$ cat src/design/ctd_pkg.sv
// Package for the chunked transfer decoder: phase and outcome types,
// character codes and the hex digit decode. No dependencies.
`timescale 1ns / 1ps
`default_nettype none

package ctd_pkg;

  localparam int SIZE_WIDTH_DEF = 32;  // default width of the chunk size
  localparam int COUNT_WIDTH    = 32;  // decoded byte count, wraps
  localparam int DIGIT_BITS     = 4;   // one hex digit

  localparam logic [7:0] CH_CR  = 8'h0D;
  localparam logic [7:0] CH_LF  = 8'h0A;
  localparam logic [7:0] CH_SP  = 8'h20;
  localparam logic [7:0] CH_TAB = 8'h09;
  localparam logic [7:0] CH_0   = 8'h30;
  localparam logic [7:0] CH_9   = 8'h39;
  localparam logic [7:0] CH_LA  = 8'h61;  // 'a'
  localparam logic [7:0] CH_LF_ = 8'h66;  // 'f'
  localparam logic [7:0] CH_UA  = 8'h41;  // 'A'
  localparam logic [7:0] CH_UF  = 8'h46;  // 'F'
  localparam logic [7:0] CH_LX  = 8'h78;  // 'x'
  localparam logic [7:0] CH_UX  = 8'h58;  // 'X'

  typedef enum logic [2:0] {
    PH_LEAD    = 3'd0,  // leading blanks of a size line
    PH_ZERO    = 3'd1,  // a single leading 0 seen, 0x may follow
    PH_AFTERX  = 3'd2,  // after 0x
    PH_DIGITS  = 3'd3,  // inside the hex number
    PH_DATA    = 3'd4,  // chunk data
    PH_DATA_CR = 3'd5,  // expecting CR after data
    PH_DATA_LF = 3'd6,  // expecting LF after data
    PH_HALT    = 3'd7   // decoding done or failed
  } phase_t;

  typedef enum logic [2:0] {
    OC_RUNNING      = 3'd0,
    OC_COMPLETE     = 3'd1,
    OC_UNTERMINATED = 3'd2,
    OC_EMPTY_LINE   = 3'd3,
    OC_NO_DIGITS    = 3'd4,
    OC_TRUNCATED    = 3'd5,
    OC_NO_CRLF      = 3'd6,
    OC_OVERFLOW     = 3'd7
  } outcome_t;

  typedef struct packed {
    logic                  is_hex;
    logic [DIGIT_BITS-1:0] value;
  } hex_digit_t;

  function automatic hex_digit_t hex_decode(input logic [7:0] c);
    hex_digit_t d;
    logic [7:0] diff;
    d    = '0;
    diff = '0;
    if (c >= CH_0 && c <= CH_9) begin
      diff = c - CH_0;
      d.is_hex = 1'b1;
      d.value  = diff[DIGIT_BITS-1:0];
    end else if (c >= CH_LA && c <= CH_LF_) begin
      diff = c - CH_LA + 8'd10;
      d.is_hex = 1'b1;
      d.value  = diff[DIGIT_BITS-1:0];
    end else if (c >= CH_UA && c <= CH_UF) begin
      diff = c - CH_UA + 8'd10;
      d.is_hex = 1'b1;
      d.value  = diff[DIGIT_BITS-1:0];
    end
    return d;
  endfunction

endpackage

`default_nettype wire

$ cat src/design/chunked_transfer_decoder.sv
// Chunked transfer decoder, top level: per-byte parser with a result register.
// Depends on ctd_pkg.
`timescale 1ns / 1ps
`default_nettype none

// Decodes a chunked HTTP body arriving one byte per word on the slave stream;
// tlast marks the final byte of a body. Every input word yields exactly one
// result word: the byte itself with a payload flag when it was chunk data,
// the running count of payload bytes for this body (wraps at 2^32), and an
// outcome code (0 running, 1 complete, 2 unterminated size line, 3 empty
// line, 4 no digits, 5 truncated, 6 no CR LF, 7 size overflow). Size lines
// allow leading spaces/tabs and an optional 0x; anything after the hex digits
// up to CR LF is ignored. A zero-size chunk completes the body and later bytes
// are ignored until tlast, after which the decoder is back at its start state.
// Throughput is one word per clock and the result is registered: the parser
// state update (hex decode, a SIZE_WIDTH shift/compare and a 32-bit count
// increment) sits between the input handshake and the result register.
// The input is stalled only while a result is held and the sink is not ready.
module chunked_transfer_decoder #(
  parameter int SIZE_WIDTH = ctd_pkg::SIZE_WIDTH_DEF
) (
  input  wire logic        clk,
  input  wire logic        rst,
  input  wire logic        s_axis_tvalid,
  output logic             s_axis_tready,
  input  wire logic [7:0]  s_axis_tdata,   // [7:0] body_byte
  input  wire logic        s_axis_tlast,   // end_of_body
  output logic             m_axis_tvalid,
  input  wire logic        m_axis_tready,
  output logic [39:0]      m_axis_tdata,   // [7:0] payload_byte, [39:8] decoded_count
  output logic [3:0]       m_axis_tuser    // [0] payload_valid, [3:1] outcome
);

  localparam int CW = ctd_pkg::COUNT_WIDTH;
  localparam int DB = ctd_pkg::DIGIT_BITS;

  // parser state
  ctd_pkg::phase_t         phase, phase_next;
  logic                    pending_cr, pending_cr_next;
  logic                    line_nonempty, line_nonempty_next;
  logic                    digits_seen, digits_seen_next;
  logic                    number_ended, number_ended_next;
  logic [SIZE_WIDTH-1:0]   size_accum, size_accum_next;
  logic [SIZE_WIDTH-1:0]   bytes_left, bytes_left_next;
  logic [CW-1:0]           total_out, total_out_next;
  ctd_pkg::outcome_t       final_outcome, final_outcome_next;

  // result register
  logic [7:0]              out_byte;
  logic                    out_pvalid;
  logic [CW-1:0]           out_count;
  ctd_pkg::outcome_t       out_outcome;

  // per-word result before registering
  logic                    res_pvalid;
  ctd_pkg::outcome_t       res_outcome;

  logic                    in_accept;
  logic                    feed_ne;        // number ended, after a stray CR
  ctd_pkg::hex_digit_t     hd;
  logic [SIZE_WIDTH-1:0]   bytes_dec;

  assign s_axis_tready = !m_axis_tvalid || m_axis_tready;
  assign in_accept     = s_axis_tvalid && s_axis_tready;
  assign hd            = ctd_pkg::hex_decode(s_axis_tdata);
  assign bytes_dec     = bytes_left - SIZE_WIDTH'(1);
  // a pending CR not followed by LF counts as a non-digit line character
  assign feed_ne       = number_ended || pending_cr;

  // next state
  always_comb begin
    phase_next         = phase;
    pending_cr_next    = pending_cr;
    line_nonempty_next = line_nonempty;
    digits_seen_next   = digits_seen;
    number_ended_next  = number_ended;
    size_accum_next    = size_accum;
    bytes_left_next    = bytes_left;
    total_out_next     = total_out;
    final_outcome_next = final_outcome;

    unique case (phase)
      ctd_pkg::PH_LEAD, ctd_pkg::PH_ZERO, ctd_pkg::PH_AFTERX,
      ctd_pkg::PH_DIGITS: begin
        if (pending_cr && s_axis_tdata == ctd_pkg::CH_LF) begin
          // end of size line
          pending_cr_next = 1'b0;
          if (!line_nonempty) begin
            phase_next         = ctd_pkg::PH_HALT;
            final_outcome_next = ctd_pkg::OC_EMPTY_LINE;
          end else if (!digits_seen) begin
            phase_next         = ctd_pkg::PH_HALT;
            final_outcome_next = ctd_pkg::OC_NO_DIGITS;
          end else if (size_accum == '0) begin
            phase_next         = ctd_pkg::PH_HALT;
            final_outcome_next = ctd_pkg::OC_COMPLETE;
          end else begin
            bytes_left_next = size_accum;
            phase_next      = ctd_pkg::PH_DATA;
          end
        end else begin
          line_nonempty_next = line_nonempty || pending_cr;
          number_ended_next  = feed_ne;
          if (s_axis_tdata == ctd_pkg::CH_CR) begin
            pending_cr_next = 1'b1;
          end else begin
            pending_cr_next    = 1'b0;
            line_nonempty_next = 1'b1;
            if (!feed_ne) begin
              if (phase == ctd_pkg::PH_LEAD &&
                  (s_axis_tdata == ctd_pkg::CH_SP || s_axis_tdata == ctd_pkg::CH_TAB)) begin
                // skip blank
              end else if (phase == ctd_pkg::PH_LEAD && s_axis_tdata == ctd_pkg::CH_0) begin
                digits_seen_next = 1'b1;
                phase_next       = ctd_pkg::PH_ZERO;
              end else if (phase == ctd_pkg::PH_ZERO &&
                           (s_axis_tdata == ctd_pkg::CH_LX ||
                            s_axis_tdata == ctd_pkg::CH_UX)) begin
                phase_next = ctd_pkg::PH_AFTERX;
              end else if (hd.is_hex) begin
                if (size_accum[SIZE_WIDTH-1 -: DB] != '0) begin
                  phase_next         = ctd_pkg::PH_HALT;
                  final_outcome_next = ctd_pkg::OC_OVERFLOW;
                end else begin
                  size_accum_next  = {size_accum[SIZE_WIDTH-DB-1:0], hd.value};
                  digits_seen_next = 1'b1;
                  phase_next       = ctd_pkg::PH_DIGITS;
                end
              end else begin
                number_ended_next = 1'b1;
              end
            end
          end
        end
      end
      ctd_pkg::PH_DATA: begin
        total_out_next  = total_out + CW'(1);
        bytes_left_next = bytes_dec;
        if (bytes_dec == '0) begin
          phase_next = ctd_pkg::PH_DATA_CR;
        end
      end
      ctd_pkg::PH_DATA_CR: begin
        if (s_axis_tdata == ctd_pkg::CH_CR) begin
          phase_next = ctd_pkg::PH_DATA_LF;
        end else begin
          phase_next         = ctd_pkg::PH_HALT;
          final_outcome_next = ctd_pkg::OC_NO_CRLF;
        end
      end
      ctd_pkg::PH_DATA_LF: begin
        if (s_axis_tdata == ctd_pkg::CH_LF) begin
          phase_next         = ctd_pkg::PH_LEAD;
          pending_cr_next    = 1'b0;
          line_nonempty_next = 1'b0;
          digits_seen_next   = 1'b0;
          number_ended_next  = 1'b0;
          size_accum_next    = '0;
        end else begin
          phase_next         = ctd_pkg::PH_HALT;
          final_outcome_next = ctd_pkg::OC_NO_CRLF;
        end
      end
      ctd_pkg::PH_HALT: begin
        // ignore bytes until end of body
      end
      default: begin
      end
    endcase
  end

  // result for this word
  always_comb begin
    res_pvalid  = (phase == ctd_pkg::PH_DATA);
    res_outcome = ctd_pkg::OC_RUNNING;
    if (phase_next == ctd_pkg::PH_HALT) begin
      res_outcome = final_outcome_next;
    end else if (s_axis_tlast) begin
      unique case (phase_next)
        ctd_pkg::PH_LEAD, ctd_pkg::PH_ZERO, ctd_pkg::PH_AFTERX,
        ctd_pkg::PH_DIGITS: begin
          res_outcome = (!line_nonempty_next && !pending_cr_next) ?
                        ctd_pkg::OC_COMPLETE : ctd_pkg::OC_UNTERMINATED;
        end
        ctd_pkg::PH_DATA:                     res_outcome = ctd_pkg::OC_TRUNCATED;
        ctd_pkg::PH_DATA_CR, ctd_pkg::PH_DATA_LF: res_outcome = ctd_pkg::OC_NO_CRLF;
        default:                              res_outcome = final_outcome_next;
      endcase
    end
  end

  // parser state registers; end of body returns to start
  always_ff @(posedge clk) begin
    if (rst || (in_accept && s_axis_tlast)) begin
      phase         <= ctd_pkg::PH_LEAD;
      pending_cr    <= 1'b0;
      line_nonempty <= 1'b0;
      digits_seen   <= 1'b0;
      number_ended  <= 1'b0;
      size_accum    <= '0;
      bytes_left    <= '0;
      total_out     <= '0;
      final_outcome <= ctd_pkg::OC_RUNNING;
    end else if (in_accept) begin
      phase         <= phase_next;
      pending_cr    <= pending_cr_next;
      line_nonempty <= line_nonempty_next;
      digits_seen   <= digits_seen_next;
      number_ended  <= number_ended_next;
      size_accum    <= size_accum_next;
      bytes_left    <= bytes_left_next;
      total_out     <= total_out_next;
      final_outcome <= final_outcome_next;
    end
  end

  // result register
  always_ff @(posedge clk) begin
    if (rst) begin
      m_axis_tvalid <= 1'b0;
    end else if (in_accept) begin
      m_axis_tvalid <= 1'b1;
    end else if (m_axis_tready) begin
      m_axis_tvalid <= 1'b0;
    end
  end

  always_ff @(posedge clk) begin
    if (in_accept) begin
      out_byte    <= res_pvalid ? s_axis_tdata : 8'd0;
      out_pvalid  <= res_pvalid;
      out_count   <= total_out_next;
      out_outcome <= res_outcome;
    end
  end

  assign m_axis_tdata = {out_count, out_byte};
  assign m_axis_tuser = {out_outcome, out_pvalid};

  // checks
  a_data_nonzero_left: assert property (@(posedge clk) disable iff (rst)
    phase == ctd_pkg::PH_DATA |-> bytes_left != '0)
    else $error("chunk data phase with no bytes left");

  a_halt_has_code: assert property (@(posedge clk) disable iff (rst)
    phase == ctd_pkg::PH_HALT |-> final_outcome != ctd_pkg::OC_RUNNING)
    else $error("halted without an outcome code");

  a_data_word_out: assert property (@(posedge clk) disable iff (rst)
    in_accept && phase == ctd_pkg::PH_DATA |=> m_axis_tvalid && m_axis_tuser[0])
    else $error("data byte not passed out as payload");

  a_payload_outcome: assert property (@(posedge clk) disable iff (rst)
    m_axis_tvalid && out_pvalid |->
      (out_outcome == ctd_pkg::OC_RUNNING || out_outcome == ctd_pkg::OC_TRUNCATED ||
       out_outcome == ctd_pkg::OC_NO_CRLF))
    else $error("payload byte with an impossible outcome");

endmodule

`default_nettype wire

$ cat config.mk
export PLATFORM = sky130hd
export DESIGN_NAME = chunked_transfer_decoder
export DESIGN_NICKNAME = d
export VERILOG_FILES = /design/src/design/ctd_pkg.sv /design/src/design/chunked_transfer_decoder.sv
export SDC_FILE = /design/constraint.sdc
export NUM_CORES = 1
export LEC_CHECK = 0
export BUFFER_PORTS_ARGS = -buffer_cell sky130_fd_sc_hd__buf_2
export CAP_MARGIN = 20
export CORE_MARGIN = 5
export CORE_UTILIZATION = 60
export CTS_CLUSTER_SIZE = 25
export DETAILED_ROUTE_END_ITERATION = 8
export HOLD_SLACK_MARGIN = 0.15
export PLACE_DENSITY = 0.8
export SLEW_MARGIN = 30
export SYNTH_ARGS = -nofsm -noshare
export SYNTH_HDL_FRONTEND = slang
export SYNTH_SLANG_ARGS = --single-unit
$ cat constraint.sdc
create_clock -name clk -period 3.71 [get_ports clk]
set_input_delay 0.371 -clock clk [delete_from_list [all_inputs] [get_ports clk]]
set_output_delay 0.371 -clock clk [all_outputs]
set_load 0.05 [all_outputs]
==> metrics <==
Final Core Density 68.3%; CTS tree built; Slew headroom between 50% and 60%; Tot GR Track Use 23.7%; Placement Setup Slack 499 ps; Post-Syn Area 7940 µm²; Synth area leaders dfxtp_1 27%, edfxtp_1 17%, nor2_1 5.5%; Avg Inst Size Synth 8.32 µm²; Final nets about 1,000; fraction of layout cells with a size suffix above 1 13.7%; RSZ-0062 raised after global routing false; via count 7,111; wire length per cell 16.0 µm; First DRT Iteration DRCs roughly 760; CP Cell Sequence inv_1, ha_1, or4b_2, o41ai_1, nand3_1, nor3_1, nand4_1, o31ai_1, o31ai_1, a21o_1; final max-slew violation count 0; Critical R2R Capture out_outcome[0]; routability cong. 0.895; Ports just under 60; Worst-path clk slew 60 ps; Max Root-Sink Buffers 2; Hold Violations, Final 0; Setup TNS 0 ps; row count 42; combinational share of power about 6.7%; Starting Density between 60% and 70%; YS warnings 0; critical path capture point out_outcome[0]; PwrDens 396 nW/µm²; Async S/R FF share, synth 0%; Die X 125 µm; Final WS setup 493 ps; syn nets 976; drt total wl 18,800 µm; Crit. End Element flip-flop; flops & latches, synth 151; cell taking the most area after synthesis dfxtp_1; Static Leakage 0.00326 µW; Num CTS Buffers 17; first-pass GRT wire length 30,900 µm; Clk Latency, worst-skew pair 430 ps; slowest cell on the critical path or4b_2; internal power 2680 µW; worst path bufs/invs 1; PostCTS Resize Cnt 0; DRC violations left 0; switching power 858 µW; critical path startpoint bytes_left[0]; CP Max Fanout 8; max_cap viols 0; outcome completed; critical path depth 10; reg2reg setup slack 490 ps; vias in the first global route about 6,300; final setup vio count 0; Critical Path AT 3400 ps; IO Port Bufs 58; minimum clock period between 3000 and 4000 ps; DIE HEIGHT between 100 and 150 µm; post-synthesis cell count 955; n_diodes 0; required time of the critical path 3890 ps; delay-heaviest family, CP compound AO/OA/AOI/OAI gates; worst-margin pin slew 701 ps; Vias per Instance 6.03; antenna viol nets, final 0; Post-synth top flop dfxtp_1; post-DP HPWL around 13,000 µm; clk sinks 151; final global-route overflow total 0; Core Region 13,100 µm²; antenna violations before repair 0; Synth cell types 67; Hold Crit Class in2reg; Worst Reg2Reg Path Length in Cells 10; worst ir drop on vdd between 0.3 and 0.4 mV; most frequent CP cell o31ai_1; critical path startpoint category flip-flop; post-synth top area share 27.0%; Initial DRT Pass Iterations 5; final period utilization 86.7%; pin count of the biggest net entering global routing 68; H-Tree Depth 4; Worst Clk Skew 8.28 ps; Crit path largest cell delay about 660 ps; Post-synth EDFFs 44; Max Clock Freq between 300 and 400 MHz; Post-CTS Setup Bufs 0; Reg power frac 49.0%; Area Overhead vs Synth 12.5%; kind of critical path reg2reg; Die ar. roughly 16,000 µm²; Sw Ratio 24.3%; Root Driver clkbuf_16; clock share of power 44.3%; Seq/Total Area, Yosys 43.6%; Critical R2R Launch bytes_left[0]
cell families after synthesis:
kind of cell,share of synthesized area [%]
compound gates,16.7
xor+xnor,6.84
fa+ha+maj,1.26
buf+inv,4.25
flops,43.6
mux,0.504
simple gates,26.8
sequential cells by signal, summed over array words and instances, names as in the netlist:
signal / count
phase: 3
number_ended: 1
final_outcome: 3
out_outcome: 3
out_pvalid: 1
digits_seen: 1
size_accum: 32
line_nonempty: 1
total_out: 32
out_count: 32
out_byte: 8
m_axis_tvalid: 1
bytes_left: 32
pending_cr: 1
synth_stat cells, drive strengths merged, types with 21 or more instances:
library cell	number
dfxtp	107
inv	21
nor4	28
nand3	55
clkbuf	55
xnor2	34
a21oi	79
o21ai	45
nor3	23
edfxtp	44
nand2	105
xor2	28
nor2	117
worst register-to-register path: stages (launching register included):
cell     delay [ps]
dfxtp_1         370
inv_1            80
ha_1            160
or4b_2          660
o41ai_1         430
nand3_1         130
nor3_1          220
nand4_1         130
o31ai_1         460
o31ai_1         140
a21o_1          200
cell usage in the layout (no fill, tap or decap), types with 4 or more instances in the layout:
master | synthesis | routed
nand4_1 | 16 | 16
nor2_1 | 117 | 117
a211oi_1 | 7 | 6
a22oi_1 | 16 | 16
nand3b_1 | 5 | 5
nand3_1 | 55 | 54
a21oi_1 | 79 | 79
o31ai_1 | 12 | 12
or3_1 | 14 | 14
clkbuf_16 | 0 | 17
nor3_1 | 22 | 22
a221oi_1 | 4 | 4
mux2i_1 | 4 | 4
nor4_1 | 25 | 25
xor2_1 | 28 | 28
clkbuf_1 | 55 | 4
o22ai_1 | 7 | 7
o21a_1 | 6 | 6
o41ai_1 | 5 | 5
clkinv_2 | 0 | 4
or2_2 | 13 | 13
o211ai_1 | 5 | 5
a21o_1 | 8 | 7
nand2_1 | 105 | 105
o21ai_0 | 45 | 45
dfxtp_1 | 107 | 107
nand2b_1 | 12 | 12
a31oi_1 | 5 | 5
buf_4 | 1 | 20
xnor2_1 | 34 | 34
buf_2 | 3 | 58
inv_1 | 20 | 20
edfxtp_1 | 44 | 44
and2_1 | 9 | 9
ha_1 | 8 | 8
or4_1 | 10 | 10
how the worst min path moves through the flow:
stage                endpoint            from  depth (start not counted)
2_1_floorplan   m_axis_tvalid             rst                          1
3_3_place_gp    total_out[16]   total_out[16]                          2
3_5_place_dp   size_accum[31]  size_accum[31]                          2
4_1_cts         m_axis_tvalid   s_axis_tvalid                          3
5_1_grt         m_axis_tvalid   s_axis_tvalid                          3
6_report        m_axis_tvalid   s_axis_tvalid                          3
repair_timing:
| item | in CTS | in global routing |
|---|---|---|
| hold endpoints to repair | 1 | 0 |
| setup endpoints to repair | 0 | 0 |
| hold buffers | 1 | 0 |
power groups by stage:
stage | registers [µW] | clock network, µW | logic [µW]
final | 1730 | 1570 | 237
after detailed placement | 1770 | 0 | 236
after global routing | 1740 | 1660 | 254
after floorplan | 1850 | 0 | 94.3
after CTS | 1730 | 1580 | 238
after global placement | 1770 | 0 | 230
final cells by class:
cell class | count | area [µm²]
sequential | 151 | 3460
clock buffer | 24 | 482
tap | 176 | 220
clock inverter | 8 | 51.3
inverter | 22 | 82.6
multi-input combinational | 718 | 4160
fill | 1041 | 4150
timing repair buffer | 80 | 478
per-layer routing:
layer / routed length [µm] / vias to the layer above / GRT usage [%]
li1: - / 3492 / -
met1: 8410 / 3316 / 33.4
met2: 8690 / 267 / 36.1
met3: 1400 / 36 / 5.50
met4: 337 / 0 / 8.04
met5: 0 / - / 0
per-stage QoR:
stage               hold WS [ps]  total power (µW)  instances  instance area [µm²]
finish                       177              3540       1179                 8940
global placement             468              2000       1145                 8360
global route                 169              3650       1179                 8940
detailed placement           485              2010       1146                 8390
CTS                          167              3550       1179                 8940
floorplan                    440              1940        955                 7940
Power figures use the tool's default switching activity.
